===== src/hdl/mfl_pkg.sv =====
package mfl_pkg;

  localparam int CHANNELS_DEF = 8;
  localparam int FIR_TAPS_DEF = 17;
  localparam int LMS_TAPS_DEF = 16;

  localparam int CH_W       = 3;
  localparam int SMP_W      = 16;
  localparam int PWR_W      = 32;
  localparam int ACT_W      = 4;
  localparam int MU_W       = 16;
  localparam int WGT_W      = 24;
  localparam int TAP_W      = 6;
  localparam int CFG_IDX_W  = 2;
  localparam int CFG_DATA_W = 16;
  localparam int S_TDATA_W  = 16;
  localparam int S_TUSER_W  = 3;
  localparam int M_TDATA_W  = 48;
  localparam int M_TUSER_W  = 1;

  localparam logic [CFG_IDX_W-1:0] CFG_ENABLE = 2'd0;
  localparam logic [CFG_IDX_W-1:0] CFG_ACTIVE = 2'd1;
  localparam logic [CFG_IDX_W-1:0] CFG_STEP   = 2'd2;

  localparam logic             ENABLE_RST = 1'b1;
  localparam logic [ACT_W-1:0] ACTIVE_RST = 4'd8;
  localparam logic [MU_W-1:0]  STEP_RST   = 16'd655;

  localparam int OP_W = 3;
  localparam logic [OP_W-1:0] OP_FIR = 3'd0;
  localparam logic [OP_W-1:0] OP_LMS = 3'd1;
  localparam logic [OP_W-1:0] OP_MUE = 3'd2;
  localparam logic [OP_W-1:0] OP_UPD = 3'd3;
  localparam logic [OP_W-1:0] OP_YY  = 3'd4;
  localparam logic [OP_W-1:0] OP_PW  = 3'd5;

  localparam logic [24:0] PWR_KEEP = 25'd65470;

  typedef struct packed {
    logic             accept;
    logic             issue;
    logic [OP_W-1:0]  op;
    logic [TAP_W-1:0] k;
    logic             finx;
    logic             finy;
    logic             finish;
  } mfl_cmd_t;

  typedef struct packed {
    logic skip;
    logic out_block;
  } mfl_sts_t;

  function automatic logic signed [15:0] lp_coef(input logic [TAP_W-1:0] k);
    logic signed [15:0] c;
    case (k)
      6'd0, 6'd16:  c = 16'sd31;
      6'd1, 6'd15:  c = 16'sd62;
      6'd2, 6'd14:  c = 16'sd124;
      6'd3, 6'd13:  c = 16'sd247;
      6'd4, 6'd12:  c = 16'sd495;
      6'd5, 6'd11:  c = 16'sd990;
      6'd6, 6'd10:  c = 16'sd1980;
      6'd7, 6'd9:   c = 16'sd3959;
      6'd8:         c = 16'sd7919;
      default:      c = 16'sd0;
    endcase
    return c;
  endfunction

endpackage


===== src/hdl/mfl_ctrl.sv =====
module mfl_ctrl #(
  parameter int FIR_TAPS = mfl_pkg::FIR_TAPS_DEF,
  parameter int LMS_TAPS = mfl_pkg::LMS_TAPS_DEF
) (
  input  logic               clk_i,
  input  logic               rst_ni,
  input  logic               in_valid_i,
  output logic               in_ready_o,
  input  mfl_pkg::mfl_sts_t  sts_i,
  output mfl_pkg::mfl_cmd_t  cmd_o
);

  localparam logic [3:0] S_IDLE  = 4'd0;
  localparam logic [3:0] S_FIR   = 4'd1;
  localparam logic [3:0] S_FINX  = 4'd2;
  localparam logic [3:0] S_LMS   = 4'd3;
  localparam logic [3:0] S_FINY  = 4'd4;
  localparam logic [3:0] S_MUE   = 4'd5;
  localparam logic [3:0] S_UPD   = 4'd6;
  localparam logic [3:0] S_PW    = 4'd7;
  localparam logic [3:0] S_DRAIN = 4'd8;
  localparam logic [3:0] S_OUT   = 4'd9;

  localparam logic [mfl_pkg::TAP_W-1:0] FIR_LAST = mfl_pkg::TAP_W'(FIR_TAPS - 1);
  localparam logic [mfl_pkg::TAP_W-1:0] LMS_LAST = mfl_pkg::TAP_W'(LMS_TAPS - 1);

  logic [3:0]                state_q, state_d, ret_q, ret_d;
  logic [mfl_pkg::TAP_W-1:0] k_q, k_d;
  logic                      dcnt_q, dcnt_d;

  always_comb begin
    state_d    = state_q;
    ret_d      = ret_q;
    k_d        = k_q;
    dcnt_d     = dcnt_q;
    in_ready_o = 1'b0;
    cmd_o      = '0;
    cmd_o.k    = k_q;
    case (state_q)
      S_IDLE: begin
        in_ready_o = 1'b1;
        if (in_valid_i) begin
          cmd_o.accept = 1'b1;
          k_d          = '0;
          state_d      = sts_i.skip ? S_OUT : S_FIR;
        end
      end
      S_FIR: begin
        cmd_o.issue = 1'b1;
        cmd_o.op    = mfl_pkg::OP_FIR;
        if (k_q == FIR_LAST) begin
          state_d = S_DRAIN;
          ret_d   = S_FINX;
          dcnt_d  = 1'b0;
          k_d     = '0;
        end else begin
          k_d = k_q + 1'b1;
        end
      end
      S_FINX: begin
        cmd_o.finx = 1'b1;
        state_d    = S_LMS;
      end
      S_LMS: begin
        cmd_o.issue = 1'b1;
        cmd_o.op    = mfl_pkg::OP_LMS;
        if (k_q == LMS_LAST) begin
          state_d = S_DRAIN;
          ret_d   = S_FINY;
          dcnt_d  = 1'b0;
          k_d     = '0;
        end else begin
          k_d = k_q + 1'b1;
        end
      end
      S_FINY: begin
        cmd_o.finy = 1'b1;
        state_d    = S_MUE;
      end
      S_MUE: begin
        cmd_o.issue = 1'b1;
        cmd_o.op    = mfl_pkg::OP_MUE;
        state_d     = S_DRAIN;
        ret_d       = S_UPD;
        dcnt_d      = 1'b0;
      end
      S_UPD: begin
        cmd_o.issue = 1'b1;
        cmd_o.op    = mfl_pkg::OP_UPD;
        if (k_q == LMS_LAST) begin
          state_d = S_DRAIN;
          ret_d   = S_PW;
          dcnt_d  = 1'b0;
          k_d     = '0;
        end else begin
          k_d = k_q + 1'b1;
        end
      end
      S_PW: begin
        cmd_o.issue = 1'b1;
        if (k_q == '0) begin
          cmd_o.op = mfl_pkg::OP_YY;
          k_d      = k_q + 1'b1;
        end else begin
          cmd_o.op = mfl_pkg::OP_PW;
          state_d  = S_DRAIN;
          ret_d    = S_OUT;
          dcnt_d   = 1'b0;
          k_d      = '0;
        end
      end
      S_DRAIN: begin
        if (dcnt_q) begin
          state_d = ret_q;
        end else begin
          dcnt_d = 1'b1;
        end
      end
      S_OUT: begin
        if (!sts_i.out_block) begin
          cmd_o.finish = 1'b1;
          state_d      = S_IDLE;
        end
      end
      default: begin
        state_d = S_IDLE;
      end
    endcase
  end

  always_ff @(posedge clk_i or negedge rst_ni) begin
    if (!rst_ni) begin
      state_q <= S_IDLE;
      ret_q   <= S_IDLE;
      k_q     <= '0;
      dcnt_q  <= 1'b0;
    end else begin
      state_q <= state_d;
      ret_q   <= ret_d;
      k_q     <= k_d;
      dcnt_q  <= dcnt_d;
    end
  end

endmodule


===== config.mk =====
export PLATFORM = sky130hd
export DESIGN_NAME = mfl_ctrl
export DESIGN_NICKNAME = d
export VERILOG_FILES = /design/src/hdl/mfl_pkg.sv /design/src/hdl/mfl_ctrl.sv
export SDC_FILE = /design/constraint.sdc
export NUM_CORES = 1
export LEC_CHECK = 0
export ABC_CLOCK_PERIOD_IN_PS = 1590
export BUFFER_PORTS_ARGS = -buffer_cell sky130_fd_sc_hd__buf_2
export CAP_MARGIN = 10
export CORE_ASPECT_RATIO = 0.6
export CORE_UTILIZATION = 45
export CTS_BUF_LIST = sky130_fd_sc_hd__clkbuf_8
export CTS_CLUSTER_SIZE = 20
export DETAILED_ROUTE_END_ITERATION = 6
export PLACE_DENSITY = 0.68
export SLEW_MARGIN = 20
export SYNTH_ARGS = -nofsm -noshare
export SYNTH_HDL_FRONTEND = slang
export SYNTH_SLANG_ARGS = --single-unit

===== constraint.sdc =====
create_clock -name clk_i -period 1.59 [get_ports clk_i]
set_input_delay 0.318 -clock clk_i [delete_from_list [all_inputs] [get_ports clk_i]]
set_output_delay 0.318 -clock clk_i [all_outputs]
set_load 0.02 [all_outputs]

==> qor.yml, run 1 <==
grt:
  grt_pass1_vias: 1073
  gr-usage-met3_pct: 6.845
  grt_busiest_layer: "met2"
  globalRouteMet1Util_pct: 42.39
  gr-usage-all-layers_pct: 32.24
  antenna_found_initial: 0
  grt_first_pass_wirelength_mm: 5.430
  met2_usage_pct: 53.26
  overflow: 0
  grt_max_degree: 16
cts:
  cts_root_buf: "clkbuf_8"
  clock_path_buffers: 2
  cts_buffers: 3
  clk_latency_ps: 260
  clock-sinks: 15
  cts_max_level: 1
  clk_transition_reported_paths_ps: 70
  cts_tree: "built"
worst_setup_path:
  start_kind: "register"
  crit_path_end_kind: "register"
  worstPathMaxFanout: 5
  crit_required_ps: 1740
  cp.arrival_ps: 2160
  critPathKind: "register to register"
  worst-r2r-cell-count: 9
  cp-startpoint: "k_q[0]$_DFFE_PN0P_"
  r2r_start: "k_q[0]$_DFFE_PN0P_"
yosys:
  async_flop_share_pct: 100.0
  synth_cell_type_count: 39
  synth_edf_count: 0
  yosys_warnings: 0
  synthesis.nets: 122
  syn-cell-area_um2: 999.7
  synth.avg_cell_area_um2: 8.693
  synthesis.instances: 115
  synth_flop_cell: "dfrtp_1"
  yosys_register_bits: 15
  seq_area_frac_synth_pct: 37.55
placed_design:
  place.gp.congestion: 0.8520
  dpl_cell_area_mm2: 0.001277
  io_buffers: 19
  pre_cts_slack_ps: -185.2
  post-dp-hpwl_mm: 2.123
timing:
  setup_slack_ps: -418.0
  fin_worst_skew_ps: 14.27
  maxSlewViolCount: 0
  rsz0062_at_grt: "yes"
  fin_crit_sh_pct: 126.3
  hold_ws_ps: 493.0
  finalSetupTns_ps: -6479
  slew_headroom_pct: 71.65
  finalSetupViolCount: 24
  final.min_clock_period_ps: 2008
  worst_slew_pin_slew_ps: 422.0
  clock.fmax_ghz: 0.4980
  hold_viol: 0
layout:
  area_delta_synth_final_pct: 82.85
  nets: 187
  final_cell_area_mm2: 0.001828
  drive_gt1_share_pct: 62.01
  antenna_cells: 0
  fillers: 69
outcome:
  violations: "DRC, setup timing"
  status: "finished with violations"
drt:
  drc: 21
  avgRoutedWirePerCell_um: 24.89
  via_count: 1374
  vias_per_cell: 6.638
  routed_wl_mm: 5.153
  drt_pass1_iterations: 7
  ant_nets: 0
  first_iter_violations: 273
pwr:
  p_leak_nw: 0.8482
  finalPower_mw: 0.7223
  ir_drop_uv: 583.6
  powerDensity_mw_per_mm2: 395.1
min_path:
  hold_path_class: "input pin to async pin"
die:
  die_w_um: 62.85
  num_rows: 12
  die_h_um: 38.51
  ios: 20
  start_util_pct: 50.83
  core-area_mm2: 0.001967
  dieArea_mm2: 0.002420
run:
  drv_cap: 0
## synthesized netlist by cell type (2+ instances only)
cell / n / area [µm²]
dfrtp_1: 15 / 375.4
nand2_1: 14 / 52.55
inv_1: 10 / 37.54
a21oi_1: 6 / 30.03
nand2b_1: 6 / 37.54
nor3_1: 6 / 30.03
o21ai_0: 5 / 25.02
a21o_1: 4 / 30.03
nor2_1: 4 / 15.01
buf_2: 3 / 15.01
mux2i_1: 3 / 30.03
o21ai_1: 3 / 15.01
a32o_1: 2 / 20.02
buf_4: 2 / 15.01
ha_1: 2 / 25.02
nand3_1: 2 / 10.01
nor2b_1: 2 / 12.51
nor3b_1: 2 / 15.01
o22ai_1: 2 / 12.51
o32a_1: 2 / 20.02
xor2_1: 2 / 17.52
## what timing repair did
item	4_1_cts	5_1_grt
cloned	0	1
pin swaps	9	10
hold buffers	1	0
endpoints found under the hold margin	15	0
buffers inserted	13	10
resized for setup	37	39
setup endpoints to repair	22	24
## placed cells by master (no fill, tap or decap), drive strengths merged, types with 2 or more instances in the layout
| cell type | netlist | routed |
|---|---|---|
| inv | 11 | 12 |
| dfrtp | 15 | 15 |
| nor2 | 4 | 4 |
| nand2 | 15 | 15 |
| and2 | 2 | 2 |
| o21ai | 8 | 8 |
| buf | 6 | 65 |
| a21oi | 6 | 6 |
| nand3 | 2 | 2 |
| nor2b | 2 | 2 |
| nor3 | 6 | 6 |
| xor2 | 2 | 2 |
| clkbuf | 1 | 4 |
| a21o | 4 | 4 |
| o22ai | 2 | 2 |
| o32a | 2 | 2 |
| nor3b | 2 | 2 |
| mux2i | 3 | 3 |
| a32o | 2 | 2 |
| ha | 2 | 2 |
| nand2b | 6 | 6 |
## logic make-up (layout without fill, tap and decap cells)
| family | after synthesis | after routing | synth area share, % |
|---|---|---|---|
| adder cells (fa/ha/maj) | 2 | 2 | 2.503 |
| multiplexers | 3 | 3 | 3.004 |
| buffers and inverters | 18 | 82 | 8.635 |
| XOR/XNOR | 2 | 2 | 1.753 |
| AO/OA/AOI/OAI | 33 | 33 | 23.28 |
| AND/OR/NAND/NOR | 42 | 42 | 23.28 |
| flip-flops | 15 | 15 | 37.55 |
## worst max-delay path: stages (launching register included)
cell	delay [ps]
dfrtp_2	410
inv_2	70
ha_4	150
nor4b_4	130
buf_4	160
a32o_2	250
a2bb2oi_4	260
buf_6	170
nand2_4	70
mux2i_2	230
## layer usage
layer | share of wire (%) | routed length [µm] | vias to the layer above
li1 | - | - | 534
met1 | 39 | 1986 | 621
met2 | 40 | 2068 | 158
met3 | 15 | 761 | 61
met4 | 6.5 | 337 | 0
met5 | 0 | 0 | -
## sequential cells by signal, summed over array words and instances (netlist names)
signal	flops
ret_q	4
state_q	4
dcnt_q	1
k_q	6
## stage by stage
step / cells / util, %
floorplan: 115 / -
global placement: 178 / 64.95
detailed placement: 178 / 64.95
CTS: 196 / 79.39
global route: 207 / 92.94
finish: 207 / 92.94
## report_power, final
group	internal [mW]	total, mW	switching (mW)	leakage, nW
Combinational	0.00681	0.0195	0.0127	0.634
Clock	0.172	0.321	0.149	0.0269
Sequential	0.382	0.382	0	0.187
## path summary, 6_finish.rpt
| path | to | slack [ps] |
|---|---|---|
| min in group clk_i | state_q[3]$_DFFE_PN0P_ | 520 |
| max in group asynchronous | state_q[3]$_DFFE_PN0P_ | 810 |
| max | state_q[0]$_DFFE_PN0P_ | -420 |
| min reg2reg | ret_q[0]$_DFFE_PN0P_ | 550 |
| max reg2reg | state_q[0]$_DFFE_PN0P_ | -420 |
| min | k_q[2]$_DFFE_PN0P_ | 490 |
## layout make-up
type                    instances  area, µm²  share of cell area [%]
multi-input cells              82      729.5                   39.90
repair buffers                 67      591.8                   32.38
flip-flops and latches         15      380.4                   20.81
inverters                      11      46.29                   2.533
clock buffers                   3      41.29                   2.259
well taps                      28      35.03                   1.916
clock inverters                 1      3.754                  0.2053
Note: power is estimated with default switching activity, not from simulation.
==> inputs of run 2 (changes only) <==
CELL_PAD_IN_SITES_DETAIL_PLACEMENT = 1   (was not set)
CELL_PAD_IN_SITES_GLOBAL_PLACEMENT = 1   (was not set)
CORE_UTILIZATION = 38   (was 45)
PLACE_DENSITY = 0.76   (was 0.68)
==> run 2 against run 1 <==
The flow now stops in 5_1_grt. Synthesized area did not move. Synthesized cell count unchanged.
==> qor.yml, run 2 <==
yosys:
  syn-cell-area_um2: 999.7  # unchanged
  synthesis.nets: 122  # unchanged
  async_flop_share_pct: 100.0  # unchanged
  yosys-top-cells-area: "dfrtp_1 38%, nand2_1 5.3%, inv_1 3.8%, nand2b_1 3.8%, a21oi_1 3.0%"
  synthTopCellsByCount: "15 x dfrtp_1, 14 x nand2_1, 10 x inv_1"
  yosys_register_bits: 15  # unchanged
  seq_area_frac_synth_pct: 37.55  # unchanged
  synth_most_common_cell: "dfrtp_1"
  synth.avg_cell_area_um2: 8.693  # unchanged
  synth_flop_cell: "dfrtp_1"
  synth_cell_type_count: 39  # unchanged
  synth_top_area_share_pct: 37.55  # unchanged
  synth_edf_count: 0  # unchanged
  yosys_warnings: 0  # unchanged
  synthesis.instances: 115  # unchanged
  yosys.area.top_type: "dfrtp_1"
timing:
  crit_endpoint: "cmd_o[9]"
  worstEpCategory: "output port"
die:
  num_rows: 13  # +1
  die_w_um: 68.22  # +8.5%
  start_util_pct: 42.98  # -7.8 points
  die_h_um: 41.73  # +8.4%
  ios: 20  # unchanged
placed_design:
  place.gp.congestion: 0.8685  # +1.9%
  dp.cells: 180  # +1.1%
  pre_cts_slack_ps: -285.2  # -99.99 ps
  io_buffers: 19  # unchanged
  post-dp-hpwl_mm: 2.456  # +16%
  dpl_cell_area_mm2: 0.001280  # +0.20%
grt:
  antenna_found_initial: 1
  grt_max_degree: 16
cts:
  cts_root_buf: "clkbuf_8"
  clock-sinks: 15  # unchanged
  cts_max_level: 1  # unchanged
  cts_buffers: 3  # unchanged
  clock_path_buffers: 2  # unchanged
outcome:
  error: "[ERROR DPL-0033] detailed placement checks failed during check placement."
  haltStage: "5_1_grt"
  status: "did not finish"
-- run 2: cells by family after synthesis --
logic type               Yosys count  share of synthesized area [%]
multiplexers                       3                          3.004
flip-flops                        15                          37.55
adder cells (fa/ha/maj)            2                          2.503
buffers and inverters             18                          8.635
AND/OR/NAND/NOR                   42                          23.28
XOR/XNOR                           2                          1.753
AO/OA/AOI/OAI                     33                          23.28
-- run 2: repair_timing --
item | CTS
resized for setup | 49
pin swaps | 17
endpoints found under the hold margin | 15
buffers inserted | 23
hold buffers | 1
setup endpoints to repair | 23
-- run 2: through the flow --
step / setup TNS, ps / hold slack (ps) / utilization, %
2_1_floorplan: -513.0 / 22.41 / -
4_1_cts: -3034 / 507.5 / 71.60
3_5_place_dp: -3211 / 248.2 / 55.03
3_3_place_gp: -821.0 / 247.8 / 55.03
==> inputs of run 3 (changes only) <==
ABC_CLOCK_PERIOD_IN_PS = 2100   (was 1590)
CELL_PAD_IN_SITES_DETAIL_PLACEMENT = not set   (was 1)
CELL_PAD_IN_SITES_GLOBAL_PLACEMENT = not set   (was 1)
CORE_AREA = 2 2 63 65   (was not set)
CORE_ASPECT_RATIO = not set   (was 0.6)
CORE_UTILIZATION = not set   (was 38)
CTS_BUF_LIST = not set   (was sky130_fd_sc_hd__clkbuf_8)
CTS_CLUSTER_SIZE = not set   (was 20)
DIE_AREA = 0 0 65 67   (was not set)
PLACE_DENSITY = not set   (was 0.76)
PLACE_DENSITY_LB_ADDON = 0.15   (was not set)
clock period = 2.1 ns   (was 1.59 ns; I/O delays follow)
==> run 3 against run 2 <==
The run now ends clean.
==> qor.yml, run 3 (synthesized netlist as in run 1, its figures left out) <==
outcome:
  status: "finished, final reports clean"
layout:
  nets: 145
  area_delta_synth_final_pct: 22.53
  drive_gt1_share_pct: 28.47
  fillers: 386
  antenna_cells: 0
  instances_no_fill: 185
  final_cell_mix: "18 x buf_2, 15 x dfrtp_1, 12 x nand2_1"
  final_common_cell: "buf_2"
  final_core_util_pct: 33.97
  largest_register: "k_q"
  largest_reg_flops: 6
  reg_top3: "k_q: 6 flops, ret_q: 4 flops, state_q: 4 flops"
timing:
  slew_headroom_pct: 68.39
  final.min_clock_period_ps: 1990
  worst_slew_pin_slew_ps: 474.1
  maxSlewViolCount: 0
  hold_viol: 0
  finalSetupViolCount: 0
  fin_worst_skew_ps: 1.968
  clock.fmax_ghz: 0.5024
  setup_slack_ps: 109.6
  fin_crit_sh_pct: 94.78
worst_setup_path:
  critPathKind: "register to primary output"
  crit_slowest_cell: "dfrtp_1"
  crit_required_ps: 1680
  critical-path-top-delay-family: "simple AND/OR/NAND/NOR gates"
  cp.arrival_ps: 1570
  worstPathMaxFanout: 5
  path_buf_inv: 2
  critPathMostFrequentCell: "nand2_2"
  max_stage_delay_ps: 410
  crit_path_end_kind: "primary output"
  start_kind: "register"
  cp_cell_sequence: "inv_2, ha_4, nor4b_4, nand2_1, nand2_2, nand2_2, buf_6"
grt:
  gr-usage-all-layers_pct: 13.80
  grt_first_pass_wirelength_mm: 4.436
  grt_max_degree: 16
  overflow: 0
  antenna_found_initial: 0
  grt_pass1_vias: 882
die:
  num_rows: 22  # +9
  die_h_um: 67  # +61%
  die_w_um: 65  # -4.7%
  ios: 20  # unchanged
  dieArea_mm2: 0.004355
  start_util_pct: 27.72  # -15 points
  core-area_mm2: 0.003606
run:
  drv_cap: 0
pwr:
  ir_drop_uv: 152.7
  p_leak_nw: 0.5771
  finalPower_mw: 0.5485
  powerDensity_mw_per_mm2: 447.7
drt:
  via_count: 892
  first_iter_violations: 54
  ant_nets: 0
  drc: 0
  vias_per_cell: 4.822
  drt_pass1_iterations: 4
  routed_wl_mm: 2.539
  avgRoutedWirePerCell_um: 13.72
placed_design:
  post-dp-hpwl_mm: 1.901  # -23%
  pre_cts_slack_ps: 175.7  # +460.9 ps
  io_buffers: 19  # unchanged
  place.gp.congestion: 0.7531  # -13%
  dp.cells: 180  # unchanged
cts:
  clock-sinks: 15  # unchanged
  clk_transition_reported_paths_ps: 70
  cts_buffers: 3  # unchanged
  cts_root_buf: "clkbuf_8"
  clk_latency_ps: 260
  cts_tree: "built"
  clock_path_buffers: 2  # unchanged
  cts_max_level: 1  # unchanged
min_path:
  hold_path_class: "input pin to async pin"
## run 3: repair_timing
item                       4_1_cts  5_1_grt
setup endpoints to repair        0        3
resized for setup                0        8
hold buffers                     0        0
setup buffers                    0        1
## run 3: final cells by class
| cell class | instances | area [µm²] | share of cell area [%] |
|---|---|---|---|
| clock inverters | 1 | 5.005 | 0.4086 |
| repair buffers | 25 | 146.4 | 11.95 |
| inverters | 11 | 41.29 | 3.371 |
| multi-input cells | 82 | 555.5 | 45.35 |
| flip-flops and latches | 15 | 375.4 | 30.64 |
| well taps | 48 | 60.06 | 4.903 |
| clock buffers | 3 | 41.29 | 3.371 |
## run 3: power breakdown
group | switching, mW | internal [mW]
clock | 0.115 | 0.132
sequential | 0 | 0.289
combinational | 0.00843 | 0.00391
total | 0.124 | 0.425
## run 3: final timing paths
check                                     startpoint                   end  slack, ps  cells past startpoint
worst max-delay path              k_q[1]$_DFFE_PN0P_              cmd_o[9]        110                      7
worst min-delay path                          rst_ni    k_q[3]$_DFFE_PN0P_         70                      1
worst max register to register    k_q[1]$_DFFE_PN0P_    k_q[5]$_DFFE_PN0P_        200                      8
worst min register to register  ret_q[1]$_DFFE_PN0P_  ret_q[1]$_DFFE_PN0P_        510                      1
max in group asynchronous                     rst_ni    dcnt_q$_DFFE_PN0P_       1770                      1
min in group clk_i              ret_q[1]$_DFFE_PN0P_  ret_q[1]$_DFFE_PN0P_        510                      1
## run 3: through the flow
step                setup TNS (ps)  hold WS (ps)  area, µm²
global route               -0.5385         87.53       1225
CTS                              0         84.74       1194
detailed placement               0         357.6       1147
finish                           0         66.36       1225
floorplan                        0         124.4      999.7
global placement                 0         357.0       1147
## run 3: layer usage
layer	part of all wire (%)	GRT usage, %
met1	52	19.34
met2	42	19.33
met3	3.7	2.872
met4	2.5	7.979
met5	0	0
==> inputs of run 4 (changes only) <==
ABC_CLOCK_PERIOD_IN_PS = 2500   (was 2100)
clock period = 2.5 ns   (was 2.1 ns; I/O delays follow)
==> run 4 against run 3 <==
Clock skew rose by 2.4 ps. Setup slack better by 300 ps. Non-clock buffer count decreased by 1. Final area is 2.7% lower. Hold slack improved by 90 ps. Clock power is 20% lower. Sequential power down 16%. Count of clock-buffer cells in the layout increased by 1. Sequential share of layout area increased by 0.84 points. Cell count down 0.54%. Critical path type unchanged.
==> qor.yml, run 4 (synthesized netlist as in run 1, its figures left out) <==
pwr:
  power.internal_mw: 0.3588  # -16%
  powerDensity_mw_per_mm2: 378.2  # -16%
  p_leak_nw: 0.5779  # +0.14%
  ir_drop_uv: 129.1  # -15%
  netSwitchingFraction_pct: 20.43  # -2.1 points
  clockPowerShare_pct: 43.9  # -1.2 points
  pwr-share-comb_pct: 2.3  # about the same
  seq_power_share_pct: 53.8  # +1.1 points
  switchingPower_mw: 0.09214  # -26%
drt:
  avgRoutedWirePerCell_um: 13.45  # -2.0%
  via_count: 885  # -0.78%
  routed_wl_mm: 2.474  # -2.6%
  first_iter_violations: 42  # -22%
  ant_nets: 0  # unchanged
  vias_per_cell: 4.810  # -0.25%
  drc: 0  # unchanged
  drt_pass1_iterations: 4  # unchanged
layout:
  final_common_cell: "buf_2"
  final_cell_mix: "19 x buf_2, 15 x dfrtp_1, 14 x nand2_1"
  area_delta_synth_final_pct: 19.27
  largest_register: "k_q"
  fillers: 390  # +1.0%
  final_core_util_pct: 33.07  # -0.90 points
  seq_area_um2: 375.4  # unchanged
  drive_gt1_share_pct: 23.53  # -4.9 points
  largest_reg_flops: 6  # unchanged
  antenna_cells: 0  # unchanged
  multi_input_area_um2: 538.0  # -3.2%
  final_cell_area_mm2: 0.001192  # -2.7%
  nets: 144  # -0.69%
  reg_top3: "k_q: 6 flops, ret_q: 4 flops, state_q: 4 flops"
grt:
  grt_first_pass_wirelength_mm: 4.181  # -5.7%
  met2_usage_pct: 17.78  # -1.5 points
  globalRouteMet1Util_pct: 18.35  # -0.99 points
  antenna_found_initial: 0  # unchanged
  gr-usage-all-layers_pct: 12.74  # -1.1 points
  grt_max_degree: 16  # unchanged
  overflow: 0  # unchanged
  grt_pass1_vias: 820  # -7.0%
  gr-usage-met3_pct: 2.196  # -0.68 points
  grt_busiest_layer: "met1"
cts:
  clock_path_buffers: 2  # unchanged
  cts_buffers: 3  # unchanged
  cts_tree: "built"
  cts_hold_buf: 0  # unchanged
  postCtsSetupRepairBufs: 0  # unchanged
  cts_root_buf: "clkbuf_8"
  cts_max_level: 1  # unchanged
  cts_resized: 0  # unchanged
  clock-sinks: 15  # unchanged
  clk_transition_reported_paths_ps: 60  # about the same
  clk_latency_ps: 250  # about the same
die:
  start_util_pct: 27.72  # unchanged
  num_rows: 22  # unchanged
  ios: 20  # unchanged
  die_h_um: 67  # unchanged
  dieArea_mm2: 0.004355  # unchanged
  die_w_um: 65  # unchanged
  core-area_mm2: 0.003606  # unchanged
timing:
  worst_slew_pin_slew_ps: 450.9  # -23.20 ps
  maxSlewViolCount: 0  # unchanged
  rsz0062_at_grt: "no"
  finalSetupViolCount: 0  # unchanged
  fin_crit_sh_pct: 83.43
  fin_worst_skew_ps: 4.351  # +2.384 ps
  hold_viol: 0  # unchanged
  clock.fmax_ghz: 0.4795
  final.min_clock_period_ps: 2086
  finalSetupTns_ps: 0  # unchanged
  hold_ws_ps: 156.5  # +90.16 ps
  slew_headroom_pct: 69.94  # +1.5 points
worst_setup_path:
  crit_path_end_kind: "primary output"
  r2r_start: "k_q[0]$_DFFE_PN0P_"
  crit_required_ps: 2000  # +320 ps
  worstPathMaxFanout: 5  # unchanged
  critPathKind: "register to primary output"
  cp.arrival_ps: 1590  # +20 ps
  start_kind: "register"
  reg2reg_to: "ret_q[2]$_DFFE_PN0P_"
  r2r_setup_slack_ps: 470  # +270 ps
  worst-r2r-cell-count: 7  # -1
placed_design:
  dpl_cell_area_mm2: 0.001147  # unchanged
  post-dp-hpwl_mm: 1.869  # -1.7%
  io_buffers: 19  # unchanged
  place.gp.congestion: 0.8337  # +11%
min_path:
  hold_path_class: "input pin to async pin"
run:
  drv_cap: 0  # unchanged
outcome:
  status: "finished, final reports clean"
run 4: cell types whose count changed in the layout (fill, tap and decap cells not counted):
cell	change
buf_2	+1
buf_4	-1
buf_6	-1
clkbuf_1	+1
clkinv_2	-1
ha_1	+1
ha_4	-1
inv_1	+2
inv_2	-2
nand2_1	+2
nand2_2	-2
run 4: worst max path at each step:
stage | cells past startpoint | endpoint | slack, ps | from
2_1_floorplan | 7 | ret_q[2]$_DFFE_PN0P_ | 700 | k_q[0]$_DFFE_PN0P_
3_5_place_dp | 7 | ret_q[2]$_DFFE_PN0P_ | 500 | k_q[0]$_DFFE_PN0P_
6_report | 7 | cmd_o[9] | 410 | k_q[0]$_DFFE_PN0P_
5_1_grt | 7 | cmd_o[9] | 270 | k_q[1]$_DFFE_PN0P_
3_3_place_gp | 7 | ret_q[2]$_DFFE_PN0P_ | 530 | k_q[0]$_DFFE_PN0P_
4_1_cts | 7 | cmd_o[9] | 390 | k_q[0]$_DFFE_PN0P_
run 4: power by group through the flow:
stage	Combinational (mW)	Clock, mW	Sequential [mW]
after floorplan	0.00175	0	0.247
after global placement	0.0108	0	0.247
after detailed placement	0.0108	0	0.247
after CTS	0.0109	0.205	0.243
after global routing	0.0123	0.222	0.242
final	0.0104	0.198	0.243
run 4: layer usage:
layer	routed length (µm)	vias to the layer above
met5	0	-
met1	1335	424
met2	1024	14
met4	22	0
li1	-	445
met3	91	2
run 4: area by class of cell:
class / count / area share (%)
inverter: 11 / 3.463
multi-input combinational: 82 / 45.12
sequential: 15 / 31.48
tap: 48 / 5.037
clock buffer: 4 / 3.778
timing repair buffer: 24 / 11.12
run 4: per-stage QoR:
stage,total power [mW],std cells,worst slack [ps]
after floorplan,0.2490,115,697.0
after global placement,0.2581,180,534.1
after detailed placement,0.2580,180,495.8
after CTS,0.4583,184,385.9
after global routing,0.4766,184,273.7
final,0.4509,184,414.3
run 4: worst max-delay path, stage by stage, from the launching register on:
cell     delay (ps)
dfrtp_1         390
inv_1           110
ha_1            160
nor4b_4         290
nand2_1         100
nand2_1          80
nand2_1          50
buf_2           150
